==> src/cascaded_biquad_filter_macros.svh <==
// ----------------------------------------------------------------------------
// cascaded_biquad_filter assertion macros
// Shorthand for clocked, reset-qualified checks used in the filter RTL.
// ----------------------------------------------------------------------------
`ifndef CASCADED_BIQUAD_FILTER_MACROS_SVH
`define CASCADED_BIQUAD_FILTER_MACROS_SVH

// same-cycle implication
`define CBQF_ASSERT_SAME(label, ante, cons, msg) \
    label: assert property (@(posedge i_clk) disable iff (!i_rst_n) (ante) |-> (cons)) \
        else $error(msg);

// next-cycle implication
`define CBQF_ASSERT_NEXT(label, ante, cons, msg) \
    label: assert property (@(posedge i_clk) disable iff (!i_rst_n) (ante) |=> (cons)) \
        else $error(msg);

`endif

==> src/cbqf_pkg.sv <==
// ----------------------------------------------------------------------------
// cbqf_pkg
// Shared types and constants of the cascaded biquad filter.
// ----------------------------------------------------------------------------
package cbqf_pkg;

    localparam int COEF_W        = 24;
    localparam int SAMPLE_W      = 24;
    localparam int STATE_W       = 32;
    localparam int COEFS_PER_SEC = 6;
    localparam int A_BASE        = 3;

    // command codes
    localparam logic CMD_FILTER = 1'b0;
    localparam logic CMD_COEF   = 1'b1;

    // coefficient slots within a section
    localparam logic [2:0] IDX_B0 = 3'd0;
    localparam logic [2:0] IDX_B1 = 3'd1;
    localparam logic [2:0] IDX_B2 = 3'd2;
    localparam logic [2:0] IDX_A1 = 3'(A_BASE + 1);
    localparam logic [2:0] IDX_A2 = 3'(A_BASE + 2);

    // multiplier operand select
    localparam logic [1:0] OPND_DELAY = 2'd0;
    localparam logic [1:0] OPND_W1    = 2'd1;
    localparam logic [1:0] OPND_W2    = 2'd2;
    localparam logic [1:0] OPND_W     = 2'd3;

    // accumulator operations
    localparam logic [2:0] ACC_HOLD = 3'd0;
    localparam logic [2:0] ACC_INIT = 3'd1;
    localparam logic [2:0] ACC_SUB  = 3'd2;
    localparam logic [2:0] ACC_ADD  = 3'd3;
    localparam logic [2:0] ACC_LOAD = 3'd4;

    typedef struct packed {
        logic       capture;
        logic       load_w1;
        logic       load_w2;
        logic [1:0] opnd;
        logic [2:0] acc_op;
        logic       round_w;
        logic       round_x;
    } t_mac_ctl;

endpackage

==> src/cbqf_ram.sv <==
// ----------------------------------------------------------------------------
// cbqf_ram
// One-write, one-read synchronous RAM with registered read data. A per-entry
// valid bit makes never-written entries read as zero after reset.
// ----------------------------------------------------------------------------
module cbqf_ram #(
    parameter int WIDTH = 24,
    parameter int DEPTH = 24,
    parameter int AW    = 5
) (
    input  logic             i_clk,
    input  logic             i_rst_n,
    input  logic             i_we,
    input  logic [AW-1:0]    i_waddr,
    input  logic [WIDTH-1:0] i_wdata,
    input  logic [AW-1:0]    i_raddr,
    output logic [WIDTH-1:0] o_rdata
);

    logic [WIDTH-1:0] r_mem [DEPTH];
    logic [DEPTH-1:0] r_valid;
    logic [WIDTH-1:0] r_rdata;
    logic             r_rvalid;

    always_ff @(posedge i_clk) begin
        if (i_we) begin
            r_mem[i_waddr] <= i_wdata;
        end
        r_rdata <= r_mem[i_raddr];
    end

    always_ff @(posedge i_clk) begin
        if (!i_rst_n) begin
            r_valid  <= '0;
            r_rvalid <= 1'b0;
        end else begin
            if (i_we) begin
                r_valid[i_waddr] <= 1'b1;
            end
            r_rvalid <= r_valid[i_raddr];
        end
    end

    assign o_rdata = r_rvalid ? r_rdata : '0;

endmodule

==> src/cbqf_mac.sv <==
// ----------------------------------------------------------------------------
// cbqf_mac
// Shared 24x32 multiplier with registered product, 58-bit accumulator,
// round/saturate logic and the per-section working registers.
// ----------------------------------------------------------------------------
module cbqf_mac (
    input  logic                     i_clk,
    input  logic                     i_rst_n,
    input  cbqf_pkg::t_mac_ctl       i_ctl,
    input  logic signed [23:0]       i_sample,
    input  logic signed [23:0]       i_coef,
    input  logic signed [31:0]       i_delay,
    output logic signed [31:0]       o_w1,
    output logic signed [31:0]       o_w,
    output logic signed [23:0]       o_final_sample,
    output logic                     o_final_clip
);

    logic signed [31:0] r_x;
    logic signed [31:0] r_w1;
    logic signed [31:0] r_w2;
    logic signed [31:0] r_w;
    logic signed [55:0] r_prod;
    logic signed [57:0] r_acc;
    logic               r_clip;

    logic signed [31:0] opnd;
    logic signed [55:0] mul;
    logic signed [57:0] prod_ext;
    logic signed [57:0] rnd_sum;
    logic        [35:0] rnd_shr;
    logic signed [31:0] rnd_val;
    logic               rnd_clip;
    logic               sat24_clip;

    always_comb begin
        case (i_ctl.opnd)
            cbqf_pkg::OPND_DELAY: opnd = i_delay;
            cbqf_pkg::OPND_W1:    opnd = r_w1;
            cbqf_pkg::OPND_W2:    opnd = r_w2;
            default:              opnd = r_w;
        endcase
    end

    assign mul      = i_coef * opnd;
    assign prod_ext = {{2{r_prod[55]}}, r_prod};

    // round half up, dropping 22 fraction bits, then clamp to 32 bits
    assign rnd_sum = r_acc + 58'sd2097152;
    assign rnd_shr = rnd_sum[57:22];

    always_comb begin
        if ((&rnd_shr[35:31]) || !(|rnd_shr[35:31])) begin
            rnd_val  = rnd_shr[31:0];
            rnd_clip = 1'b0;
        end else begin
            rnd_val  = rnd_shr[35] ? 32'sh8000_0000 : 32'sh7fff_ffff;
            rnd_clip = 1'b1;
        end
    end

    always_comb begin
        if ((&rnd_val[31:23]) || !(|rnd_val[31:23])) begin
            o_final_sample = rnd_val[23:0];
            sat24_clip     = 1'b0;
        end else begin
            o_final_sample = rnd_val[31] ? 24'sh80_0000 : 24'sh7f_ffff;
            sat24_clip     = 1'b1;
        end
    end

    assign o_final_clip = r_clip | rnd_clip | sat24_clip;
    assign o_w1         = r_w1;
    assign o_w          = r_w;

    always_ff @(posedge i_clk) begin
        r_prod <= mul;
        if (i_ctl.capture) begin
            r_x <= {{8{i_sample[23]}}, i_sample};
        end else if (i_ctl.round_x) begin
            r_x <= rnd_val;
        end
        if (i_ctl.load_w1) begin
            r_w1 <= i_delay;
        end
        if (i_ctl.load_w2) begin
            r_w2 <= i_delay;
        end
        if (i_ctl.round_w) begin
            r_w <= rnd_val;
        end
        case (i_ctl.acc_op)
            cbqf_pkg::ACC_INIT: r_acc <= {{4{r_x[31]}}, r_x, 22'b0};
            cbqf_pkg::ACC_SUB:  r_acc <= r_acc - prod_ext;
            cbqf_pkg::ACC_ADD:  r_acc <= r_acc + prod_ext;
            cbqf_pkg::ACC_LOAD: r_acc <= prod_ext;
            default:            r_acc <= r_acc;
        endcase
    end

    // sticky saturation flag for the sample in flight
    always_ff @(posedge i_clk) begin
        if (!i_rst_n) begin
            r_clip <= 1'b0;
        end else if (i_ctl.capture) begin
            r_clip <= 1'b0;
        end else if ((i_ctl.round_w || i_ctl.round_x) && rnd_clip) begin
            r_clip <= 1'b1;
        end
    end

endmodule

==> src/cascaded_biquad_filter.sv <==
// ----------------------------------------------------------------------------
// cascaded_biquad_filter
// Cascade of direct-form-II biquad sections sharing one multiplier.
// ----------------------------------------------------------------------------
// A coefficient write (cmd=1) is taken while idle and gives no result. A
// sample (cmd=0) runs through sections 0..N-1, N being sections_in_use clamped
// to 1..MAX_SECTIONS. It holds the input off until its last section is done,
// so no new item is taken before the sample is through. Each section makes
// five passes through the single 24x32 multiplier, fed by the one read port
// of the coefficient RAM, with the taps read from and written back to the
// delay RAM. The result sits in an output register, so a new item is taken
// while it waits; a finished sample only stalls when the previous result is
// still untaken. Both RAMs read as zero after reset.
// ----------------------------------------------------------------------------
`include "cascaded_biquad_filter_macros.svh"

module cascaded_biquad_filter #(
    parameter int MAX_SECTIONS = 4
) (
    input  logic               i_clk,
    input  logic               i_rst_n,
    input  logic               i_cfg_we,
    input  logic [2:0]         i_cfg_wdata,
    input  logic               i_in_valid,
    output logic               o_in_ready,
    input  logic               i_cmd,
    input  logic signed [23:0] i_sample_in,
    input  logic               i_last_in_buffer,
    input  logic [1:0]         i_coef_section,
    input  logic [2:0]         i_coef_index,
    input  logic signed [23:0] i_coef_value,
    output logic               o_out_valid,
    input  logic               i_out_ready,
    output logic signed [23:0] o_sample_out,
    output logic               o_clipped,
    output logic               o_last_out
);

    localparam int NUM_COEFS = MAX_SECTIONS * cbqf_pkg::COEFS_PER_SEC;
    localparam int NUM_TAPS  = MAX_SECTIONS * 2;
    localparam int CAW       = $clog2(NUM_COEFS);
    localparam int DAW       = $clog2(NUM_TAPS);
    localparam int SW        = (MAX_SECTIONS > 1) ? $clog2(MAX_SECTIONS) : 1;
    localparam int CWW       = (CAW > 5) ? CAW : 5;

    localparam logic ST_IDLE = 1'b0;
    localparam logic ST_RUN  = 1'b1;

    localparam logic [2:0] S_INIT   = 3'd0;
    localparam logic [2:0] S_MUL_A1 = 3'd1;
    localparam logic [2:0] S_MUL_A2 = 3'd2;
    localparam logic [2:0] S_MUL_B1 = 3'd3;
    localparam logic [2:0] S_RND_W  = 3'd4;
    localparam logic [2:0] S_MUL_B0 = 3'd5;
    localparam logic [2:0] S_ACC_B0 = 3'd6;
    localparam logic [2:0] S_DONE   = 3'd7;

    logic           r_state;
    logic [2:0]     r_step;
    logic [SW-1:0]  r_sec;
    logic [SW-1:0]  r_last_sec;
    logic [CAW-1:0] r_coef_base;
    logic [2:0]     r_sections;
    logic           r_last;
    logic           r_out_valid;
    logic [23:0]    r_sample_out;
    logic           r_clipped;
    logic           r_last_out;

    logic               in_fire;
    logic               out_free;
    logic               final_go;
    logic [SW-1:0]      n_last_sec;
    logic [4:0]         cnt5;
    logic [4:0]         max5;
    logic [4:0]         last5;
    logic [CWW-1:0]     cw_sum;
    logic               coef_we;
    logic [CAW-1:0]     coef_waddr;
    logic [CAW-1:0]     coef_raddr;
    logic signed [23:0] coef_rdata;
    logic [SW:0]        dly_base_w;
    logic [DAW-1:0]     dly_base;
    logic               dly_we;
    logic [DAW-1:0]     dly_waddr;
    logic [31:0]        dly_wdata;
    logic [DAW-1:0]     dly_raddr;
    logic signed [31:0] dly_rdata;
    logic signed [31:0] mac_w1;
    logic signed [31:0] mac_w;
    logic signed [23:0] final_sample;
    logic               final_clip;
    cbqf_pkg::t_mac_ctl ctl;

    assign o_in_ready = (r_state == ST_IDLE);
    assign in_fire    = i_in_valid && o_in_ready;
    assign out_free   = !r_out_valid || i_out_ready;
    assign final_go   = (r_state == ST_RUN) && (r_step == S_DONE) &&
                        (r_sec == r_last_sec) && out_free;

    // clamp the section count to 1..MAX_SECTIONS
    assign cnt5 = {2'b0, r_sections};
    assign max5 = 5'(MAX_SECTIONS);
    always_comb begin
        if (cnt5 == 5'd0) begin
            last5 = 5'd0;
        end else if (cnt5 > max5) begin
            last5 = max5 - 5'd1;
        end else begin
            last5 = cnt5 - 5'd1;
        end
    end
    assign n_last_sec = last5[SW-1:0];

    // coefficient write: out-of-range section or slot is dropped
    assign cw_sum     = CWW'(i_coef_section) * CWW'(cbqf_pkg::COEFS_PER_SEC)
                      + CWW'(i_coef_index);
    assign coef_waddr = cw_sum[CAW-1:0];
    assign coef_we    = in_fire && (i_cmd == cbqf_pkg::CMD_COEF) &&
                        (CWW'(i_coef_section) < CWW'(MAX_SECTIONS)) &&
                        (i_coef_index < 3'(cbqf_pkg::COEFS_PER_SEC));

    assign dly_base_w = {r_sec, 1'b0};
    assign dly_base   = dly_base_w[DAW-1:0];

    // per-step schedule: each RAM read is issued in the step before the one that uses its data
    always_comb begin
        ctl         = '0;
        ctl.opnd    = cbqf_pkg::OPND_DELAY;
        ctl.acc_op  = cbqf_pkg::ACC_HOLD;
        ctl.capture = in_fire && (i_cmd == cbqf_pkg::CMD_FILTER);
        coef_raddr  = r_coef_base;
        dly_raddr   = dly_base;
        dly_we      = 1'b0;
        dly_waddr   = dly_base;
        dly_wdata   = mac_w;
        if (r_state == ST_RUN) begin
            unique case (r_step)
                S_INIT: begin
                    ctl.acc_op = cbqf_pkg::ACC_INIT;
                    coef_raddr = r_coef_base + CAW'(cbqf_pkg::IDX_A1);
                end
                S_MUL_A1: begin
                    ctl.load_w1 = 1'b1;
                    coef_raddr  = r_coef_base + CAW'(cbqf_pkg::IDX_A2);
                    dly_raddr   = dly_base + DAW'(1);
                end
                S_MUL_A2: begin
                    ctl.load_w2 = 1'b1;
                    ctl.acc_op  = cbqf_pkg::ACC_SUB;
                    coef_raddr  = r_coef_base + CAW'(cbqf_pkg::IDX_B1);
                end
                S_MUL_B1: begin
                    ctl.acc_op = cbqf_pkg::ACC_SUB;
                    ctl.opnd   = cbqf_pkg::OPND_W1;
                    coef_raddr = r_coef_base + CAW'(cbqf_pkg::IDX_B2);
                end
                S_RND_W: begin
                    ctl.round_w = 1'b1;
                    ctl.acc_op  = cbqf_pkg::ACC_LOAD;
                    ctl.opnd    = cbqf_pkg::OPND_W2;
                    coef_raddr  = r_coef_base + CAW'(cbqf_pkg::IDX_B0);
                    // old w1 becomes w2
                    dly_we      = 1'b1;
                    dly_waddr   = dly_base + DAW'(1);
                    dly_wdata   = mac_w1;
                end
                S_MUL_B0: begin
                    ctl.acc_op = cbqf_pkg::ACC_ADD;
                    ctl.opnd   = cbqf_pkg::OPND_W;
                    dly_we     = 1'b1;
                end
                S_ACC_B0: begin
                    ctl.acc_op = cbqf_pkg::ACC_ADD;
                end
                S_DONE: begin
                    ctl.round_x = (r_sec != r_last_sec);
                end
            endcase
        end
    end

    always_ff @(posedge i_clk) begin
        if (!i_rst_n) begin
            r_state     <= ST_IDLE;
            r_step      <= S_INIT;
            r_sec       <= '0;
            r_last_sec  <= '0;
            r_coef_base <= '0;
            r_sections  <= 3'd1;
            r_out_valid <= 1'b0;
        end else begin
            if (i_cfg_we) begin
                r_sections <= i_cfg_wdata;
            end
            if (final_go) begin
                r_out_valid <= 1'b1;
            end else if (r_out_valid && i_out_ready) begin
                r_out_valid <= 1'b0;
            end
            unique case (r_state)
                ST_IDLE: begin
                    if (in_fire && (i_cmd == cbqf_pkg::CMD_FILTER)) begin
                        r_state     <= ST_RUN;
                        r_step      <= S_INIT;
                        r_sec       <= '0;
                        r_coef_base <= '0;
                        r_last_sec  <= n_last_sec;
                    end
                end
                ST_RUN: begin
                    if (r_step != S_DONE) begin
                        r_step <= r_step + 3'd1;
                    end else if (r_sec != r_last_sec) begin
                        r_step      <= S_INIT;
                        r_sec       <= r_sec + SW'(1);
                        r_coef_base <= r_coef_base + CAW'(cbqf_pkg::COEFS_PER_SEC);
                    end else if (out_free) begin
                        r_state     <= ST_IDLE;
                    end
                end
            endcase
        end
    end

    always_ff @(posedge i_clk) begin
        if (in_fire && (i_cmd == cbqf_pkg::CMD_FILTER)) begin
            r_last <= i_last_in_buffer;
        end
        if (final_go) begin
            r_sample_out <= final_sample;
            r_clipped    <= final_clip;
            r_last_out   <= r_last;
        end
    end

    assign o_out_valid  = r_out_valid;
    assign o_sample_out = r_sample_out;
    assign o_clipped    = r_clipped;
    assign o_last_out   = r_last_out;

    cbqf_ram #(
        .WIDTH (cbqf_pkg::COEF_W),
        .DEPTH (NUM_COEFS),
        .AW    (CAW)
    ) u_coef_ram (
        .i_clk   (i_clk),
        .i_rst_n (i_rst_n),
        .i_we    (coef_we),
        .i_waddr (coef_waddr),
        .i_wdata (i_coef_value),
        .i_raddr (coef_raddr),
        .o_rdata (coef_rdata)
    );

    cbqf_ram #(
        .WIDTH (cbqf_pkg::STATE_W),
        .DEPTH (NUM_TAPS),
        .AW    (DAW)
    ) u_delay_ram (
        .i_clk   (i_clk),
        .i_rst_n (i_rst_n),
        .i_we    (dly_we),
        .i_waddr (dly_waddr),
        .i_wdata (dly_wdata),
        .i_raddr (dly_raddr),
        .o_rdata (dly_rdata)
    );

    cbqf_mac u_mac (
        .i_clk          (i_clk),
        .i_rst_n        (i_rst_n),
        .i_ctl          (ctl),
        .i_sample       (i_sample_in),
        .i_coef         (coef_rdata),
        .i_delay        (dly_rdata),
        .o_w1           (mac_w1),
        .o_w            (mac_w),
        .o_final_sample (final_sample),
        .o_final_clip   (final_clip)
    );

    `CBQF_ASSERT_SAME(a_coef_wr_idle, coef_we, r_state == ST_IDLE, "coef write while busy")
    `CBQF_ASSERT_SAME(a_dly_wr_run, dly_we, r_state == ST_RUN && r_sec <= r_last_sec, "stray tap write")
    `CBQF_ASSERT_NEXT(a_start, ctl.capture, r_state == ST_RUN && r_step == S_INIT && r_sec == '0, "sample did not start")
    `CBQF_ASSERT_NEXT(a_result, final_go, o_out_valid && r_state == ST_IDLE, "result not posted")

endmodule
==> config.mk <==
export PLATFORM = sky130hd
export DESIGN_NAME = cascaded_biquad_filter
export DESIGN_NICKNAME = d
export VERILOG_FILES = /design/src/cbqf_pkg.sv /design/src/cbqf_ram.sv /design/src/cbqf_mac.sv /design/src/cascaded_biquad_filter.sv
export VERILOG_INCLUDE_DIRS = /design/src /design/src/src
export SDC_FILE = /design/constraint.sdc
export NUM_CORES = 2
export LEC_CHECK = 0
export BUFFER_PORTS_ARGS = -buffer_cell sky130_fd_sc_hd__clkbuf_2
export CAP_MARGIN = 20
export CORE_MARGIN = 5
export CORE_UTILIZATION = 65
export CTS_CLUSTER_SIZE = 10
export DETAILED_ROUTE_END_ITERATION = 7
export HOLD_SLACK_MARGIN = 0.02
export MAX_ROUTING_LAYER = met4
export PLACE_DENSITY = 0.82
export SYNTH_ARGS = -nofsm -noshare
export SYNTH_HDL_FRONTEND = slang
export SYNTH_HIERARCHICAL = 1
export SYNTH_SLANG_ARGS = --single-unit
==> constraint.sdc <==
create_clock -name i_clk -period 12.1 [get_ports i_clk]
set_input_delay 2.42 -clock i_clk [delete_from_list [all_inputs] [get_ports i_clk]]
set_output_delay 2.42 -clock i_clk [all_outputs]
set_load 0.005 [all_outputs]
# [Word level (Yosys, flattened, before mapping)]
# Memory sizes are Yosys's and may differ from the RTL's. A register that Yosys moved wholly into a read port is not among the register bits.
# Index checks and enable logic that the tools add are counted.
[totals] regBits=321 ramBits=832 n_memories=2 out_inout_bits=28 word_cells=171 input_bits=63
[classes] mux=62 multipliers=2 addsub=13 bitwise=7 order_cmp=8 n_eq_ne=20 n_reduce_logical=35
[mem_list] name="u_coef_ram.r_mem" depth=24 word_bits=24 rd=1 rd_clocked_by_memory_dff=1 write_ports=1 line_no="cbqf_ram.sv:20" text="logic [WIDTH-1:0] r_mem [DEPTH];"
[mem_list] name="u_delay_ram.r_mem" depth=8 word_bits=32 rd=1 rd_clocked_by_memory_dff=1 write_ports=1 line_no="cbqf_ram.sv:20"
[op_table] op="$pmux W58 S4" count=1
[op_table] op="$mux W32" count=7
[op_table] op="$pmux W32 S3" count=1
[op_table] op="$mux W24" count=3
[op_table] op="$add A58 B23 Y58 const B" count=1
[op_table] op="$add A58 B56 Y58" count=1
[op_table] op="$sub A58 B56 Y58" count=1
[op_table] op="$mul A24 B32 Y56" count=1
[op_table] op="$or A24 B24 Y24" count=1
[op_table] op="$mux W1" count=22
[op_table] op="$mux W3" count=7
[op_table] op="$mux W5" count=4
[op_table] op="$pmux W5 S4" count=1
[op_table] op="$add A5 B3 Y5 const B" count=3
[op_table] op="$eq A3 B3 Y1 const B" count=5
[op_table] op="$eq A3 B2 Y1 const B" count=4
[op_table] op="$lt A5 B6 Y1 const B" count=2
[op_table] op="$pmux W3 S4" count=1
[op_table] op="$logic_and A1 B1 Y1" count=11
[op_table] op="$mux W2" count=5
[op_table] op="$pmux W5 S2" count=1
[op_table] op="$mux W9" count=1
[op_table] op="$reduce_and A9 Y1" count=1
[op_table] op="$reduce_or A9 Y1" count=1
[op_table] op="other kinds (44)" count=61

# [Depth between registers and ports, before layout]
[logic_depth] depth_word=10 ltp_mapped=38 depth_no_buf=32

# [Cells and area by module]
# Netlist, hierarchy kept.
[modules_own_cells] mod="cbqf_mac" area_per_inst_um2=41133.2 cells_per_inst=4309 seq_area_each_um2=6726.5 instances=1
[modules_own_cells] mod="cbqf_ram (u_coef_ram)" area_per_inst_um2=23575.1 cells_per_inst=1085 seq_area_each_um2=18277.5 instances=1
[modules_own_cells] mod="cbqf_ram (u_delay_ram)" area_per_inst_um2=10847.9 cells_per_inst=475 seq_area_each_um2=8508.2 instances=1
[modules_own_cells] mod="cascaded_biquad_filter" area_per_inst_um2=2503.7 cells_per_inst=233 seq_area_each_um2=1131.1 instances=1

# [Worst setup path after synthesis]
# No wires, ideal clock.
[synth_timing] kind="register to register" start="register r_step[2]" end="register u_mac.r_prod[49]" path_slack_ps=2410 path_buffers=6 path_stages_with_launch=36 arrival_time_ps=9618 required_ps=12028 synth_period_minus_slack_ps=9690 setup_ps=72 path_cell_list="dfxtp_1 buf_2 inv_1 ha_1 buf_2 nand3_1 a21oi_1 clkbuf_1 clkbuf_1 buf_1 mux4_2 clkbuf_1 and2_1 fa_1 fa_1 inv_1 fa_1 fa_1 inv_1 fa_1 fa_1 inv_1 fa_1 inv_1 ha_1 a211oi_1 o211ai_1 a221oi_1 o21ai_0 o21ai_0 o21ai_0 a211oi_1 o21ai_0 a221o_1 a21oi_1 xnor2_1"
[synth_rtl] item="start: declaration" line_no="cascaded_biquad_filter.sv:59" text="logic [2:0] r_step;"
[synth_rtl] item="start signal: assignment" line_no="cascaded_biquad_filter.sv:213" text="r_step <= r_step + 3'd1;"
[synth_rtl] item="end signal: assignment" line_no="cbqf_mac.sv:77" text="r_prod <= mul;"
[synth_rtl] item="end: declaration" line_no="cbqf_mac.sv:23" text="logic signed [55:0] r_prod;"

==> run_results.csv <==
group,metric,value,unit
synthesis,syn_avg_cell_area,12.79,sq um
cts,htree_levels,4,
final_layout,nets,7186,
global_routing,first_global_vias,53320,
final_layout,final_cell_area,84640,sq um
synthesis,yosysTopAreaCellShare,0.4020,
cts,cts_max_path_buffers,3,
global_routing,grtUsageMet1,0.4462,
cts,clock_sinks,1208,
sta,fin_crit_sh,0.9184,
route,drcViolationCount,32,
floorplan,pin_count,91,
sta,setup_violations,0,
synthesis,synthTopCellsByCount,"edfxtp_1, inv_1, fa_1",
worst_setup_path,worst_path_max_delay_cell,"mux4_2",
cts,clock_latency,800,ps
synthesis,synth_area_leader_cell,"edfxtp_1",
worst_setup_path,cp_max_fo,24,
global_routing,use_met2,0.5465,
placement,place_hpwl,135200,microns
synthesis,yosys_warnings,6,
sta,relSlewSlack,0.1981,
global_routing,antenna_found_initial,6,
cts,cts_buffers,141,
route,antenna_left,0,
route,vias,51280,
sta,hold-worst-slack,398.8,ps
cts,clkTransAtPathRegs,60,ps
route,drt-total-wl,214800,microns
floorplan,die_area,127100,sq um
synthesis,async_flop_share,0,
sta,timing.final.ws_setup,987.4,ps
placement,placed_cells,7579,
worst_setup_path,cp.arrival,11820,ps
global_routing,grt_overflow,0,
global_routing,grt_pass1_wl,323800,microns
placement,portBuffers,90,
synthesis,synth_nets,7175,
synthesis,yosysMostFrequentCell,"edfxtp_1",
final_layout,finalNonFillerCells,7847,
final_layout,drive_gt1_frac,0.1182,
synthesis,synth_ff_type,"edfxtp_1",
outcome,status,"finished with violations",
synthesis,synth-edff-count,1045,
global_routing,grt_use_total,0.3531,
floorplan,start_util,0.6524,
synthesis,synth_area,78060,sq um
floorplan,rows,127,
global_routing,grt_busiest_layer,"met2",
power_and_ir_drop,p_total,8.979,mW
job,cap_viol_max_count,0,
worst_setup_path,crit_path_max_incr_delay,860,ps
worst_setup_path,critical_path_class,"register to register",
power_and_ir_drop,p_leak,33.47,nW
cts,hold_buffers,0,
global_routing,met3_usage,0.08215,
sta,post-route-min-period,11110,ps
route,detail_route.wl_per_cell,27.38,microns
cts,root_buffer,"clkbuf_16",
worst_setup_path,crit_top_cell,"fa_1",
synthesis,synthCells,6102,
global_routing,grt_max_degree,156,
final_layout,fillers,7592,
worst_setup_path,cp-start-kind,"register",
synthesis,seq_area_frac_synth,0.4438,
sta,max_slew.worst_pin.slew,1200,ps
power_and_ir_drop,ir_drop,0.1580,mV
route,firstDrtPassIters,8,
worst_setup_path,required,12800,ps
floorplan,die_w,356.5,microns
cts,cts_tree,"built",
sta,rsz0062_at_grt,"no",
power_and_ir_drop,power.density,106.1,nW/um^2
placement,place_area,80200,sq um
sta,fin_skew,87.58,ps
worst_setup_path,critPathCaptureType,"register",
sta,tns,0,ps
route,dr.first_iter.drc_count,6208,
cts,postCtsSetupBuffers,0,
floorplan,core,119700,sq um
hold_path,hold_class,"register to register",
synthesis,synth_seq_cells,1208,
final_layout,synthToLayoutAreaGrowth,8.429,%
sta,hold_viol,0,
sta,max_freq,89.99,MHz
placement,gp_congestion,0.9835,
outcome,violations,"design-rule violations",
synthesis,synth_area_leaders,"edfxtp_1, fa_1, mux4_2",
placement,dp_slack,1346,ps
route,via_per_inst,6.535,
synthesis,ys_types,95,
floorplan,die-height,356.5,microns
sta,drv_slew,0,
cts,post_cts_resized,0,
final_layout,fin_util,0.7074,
critical path, delay by kind of cell, from the launching register on:
kind	cells	cell delay (ps)
simple gates	2	490
xor+xnor	1	140
mux	1	860
compound gates	11	4100
flops	1	390
buf+inv	5	610
fa+ha+maj	10	4420
metal layers:
layer / up-vias / routed length (microns) / share of wire
met5: - / 0 / 0
met1: 25900 / 75980 / 0.35
li1: 20800 / - / -
met4: 0 / 12190 / 0.057
met3: 866 / 24100 / 0.11
met2: 3712 / 102500 / 0.48
sequential cells by signal, indices dropped and copies added, names as in the netlist, 2 cells and up:
register             count
r_sections               3
u_mac/r_w2              32
u_delay_ram/r_mem      256
u_mac/r_acc             58
u_mac/o_w1              32
u_mac/r_x               32
u_mac/o_w               32
u_mac/r_prod            56
u_coef_ram/r_valid      24
r_coef_base              4
r_sec                    2
u_coef_ram/r_rdata      24
u_coef_ram/r_mem       576
u_delay_ram/r_rdata     32
u_delay_ram/r_valid      8
r_step                   3
r_last_sec               2
o_sample_out            24
power by group:
group	leakage [nW]	internal (mW)	switching (mW)
Sequential	10.9	4.55	0.0286
Combinational	20.5	0.139	0.271
Clock	2.05	2.27	1.72
final timing paths:
check / startpoint / end / slack [ps] / cells after the start
max: r_step[0] / u_mac/r_prod[55] / 990 / 30
max reg2reg: r_step[0] / u_mac/r_prod[55] / 990 / 30
min reg2reg: r_last / o_last_out / 400 / 0
min: r_last / o_last_out / 400 / 0
area by class of cell:
type                            count  area [sq um]  share of cell area
Multi-Input combinational cell   3723         39150              0.4626
Sequential cell                  1208         34650              0.4094
Clock buffer                      239          3990             0.04714
Inverter                          870          3266             0.03858
Tap cell                         1612          2017             0.02383
Timing Repair Buffer              169          1194             0.01410
Clock inverter                     19         354.1            0.004183
Antenna cell                        7         17.52           0.0002070
logic make-up after synthesis:
group | share of synthesized area
muxes | 0.08603
buffers and inverters | 0.05902
adders and majority gates | 0.2374
and+or+nand+nor | 0.09043
xor gates and xnor gates | 0.02295
DFF | 0.4438
AOI/OAI and AO/OA | 0.06038
cell usage in the layout (no fill, tap or decap), types with 11 or more instances in the layout:
cell type	instances
xnor2_1	115
ha_1	225
nand2b_1	30
a22oi_1	54
mux4_2	222
nand4_1	38
dfxtp_1	161
inv_1	867
and2_1	419
a31oi_1	22
nand2_1	526
o21bai_1	21
nor2_4	31
xor2_1	83
a21oi_1	159
buf_4	69
clkbuf_2	90
mux2_2	77
a21o_1	71
and3_1	15
nand3_1	50
o31ai_1	11
edfxtp_1	1045
nor4_1	11
nor2_1	147
mux2i_1	45
clkbuf_16	144
a32oi_1	19
o211ai_1	36
clkbuf_1	92
nor3_1	32
a211oi_1	16
o21a_1	52
nor2b_1	20
o21ai_0	192
fa_1	785
and2_2	22
No activity file was read; power rests on OpenSTA's default activity.
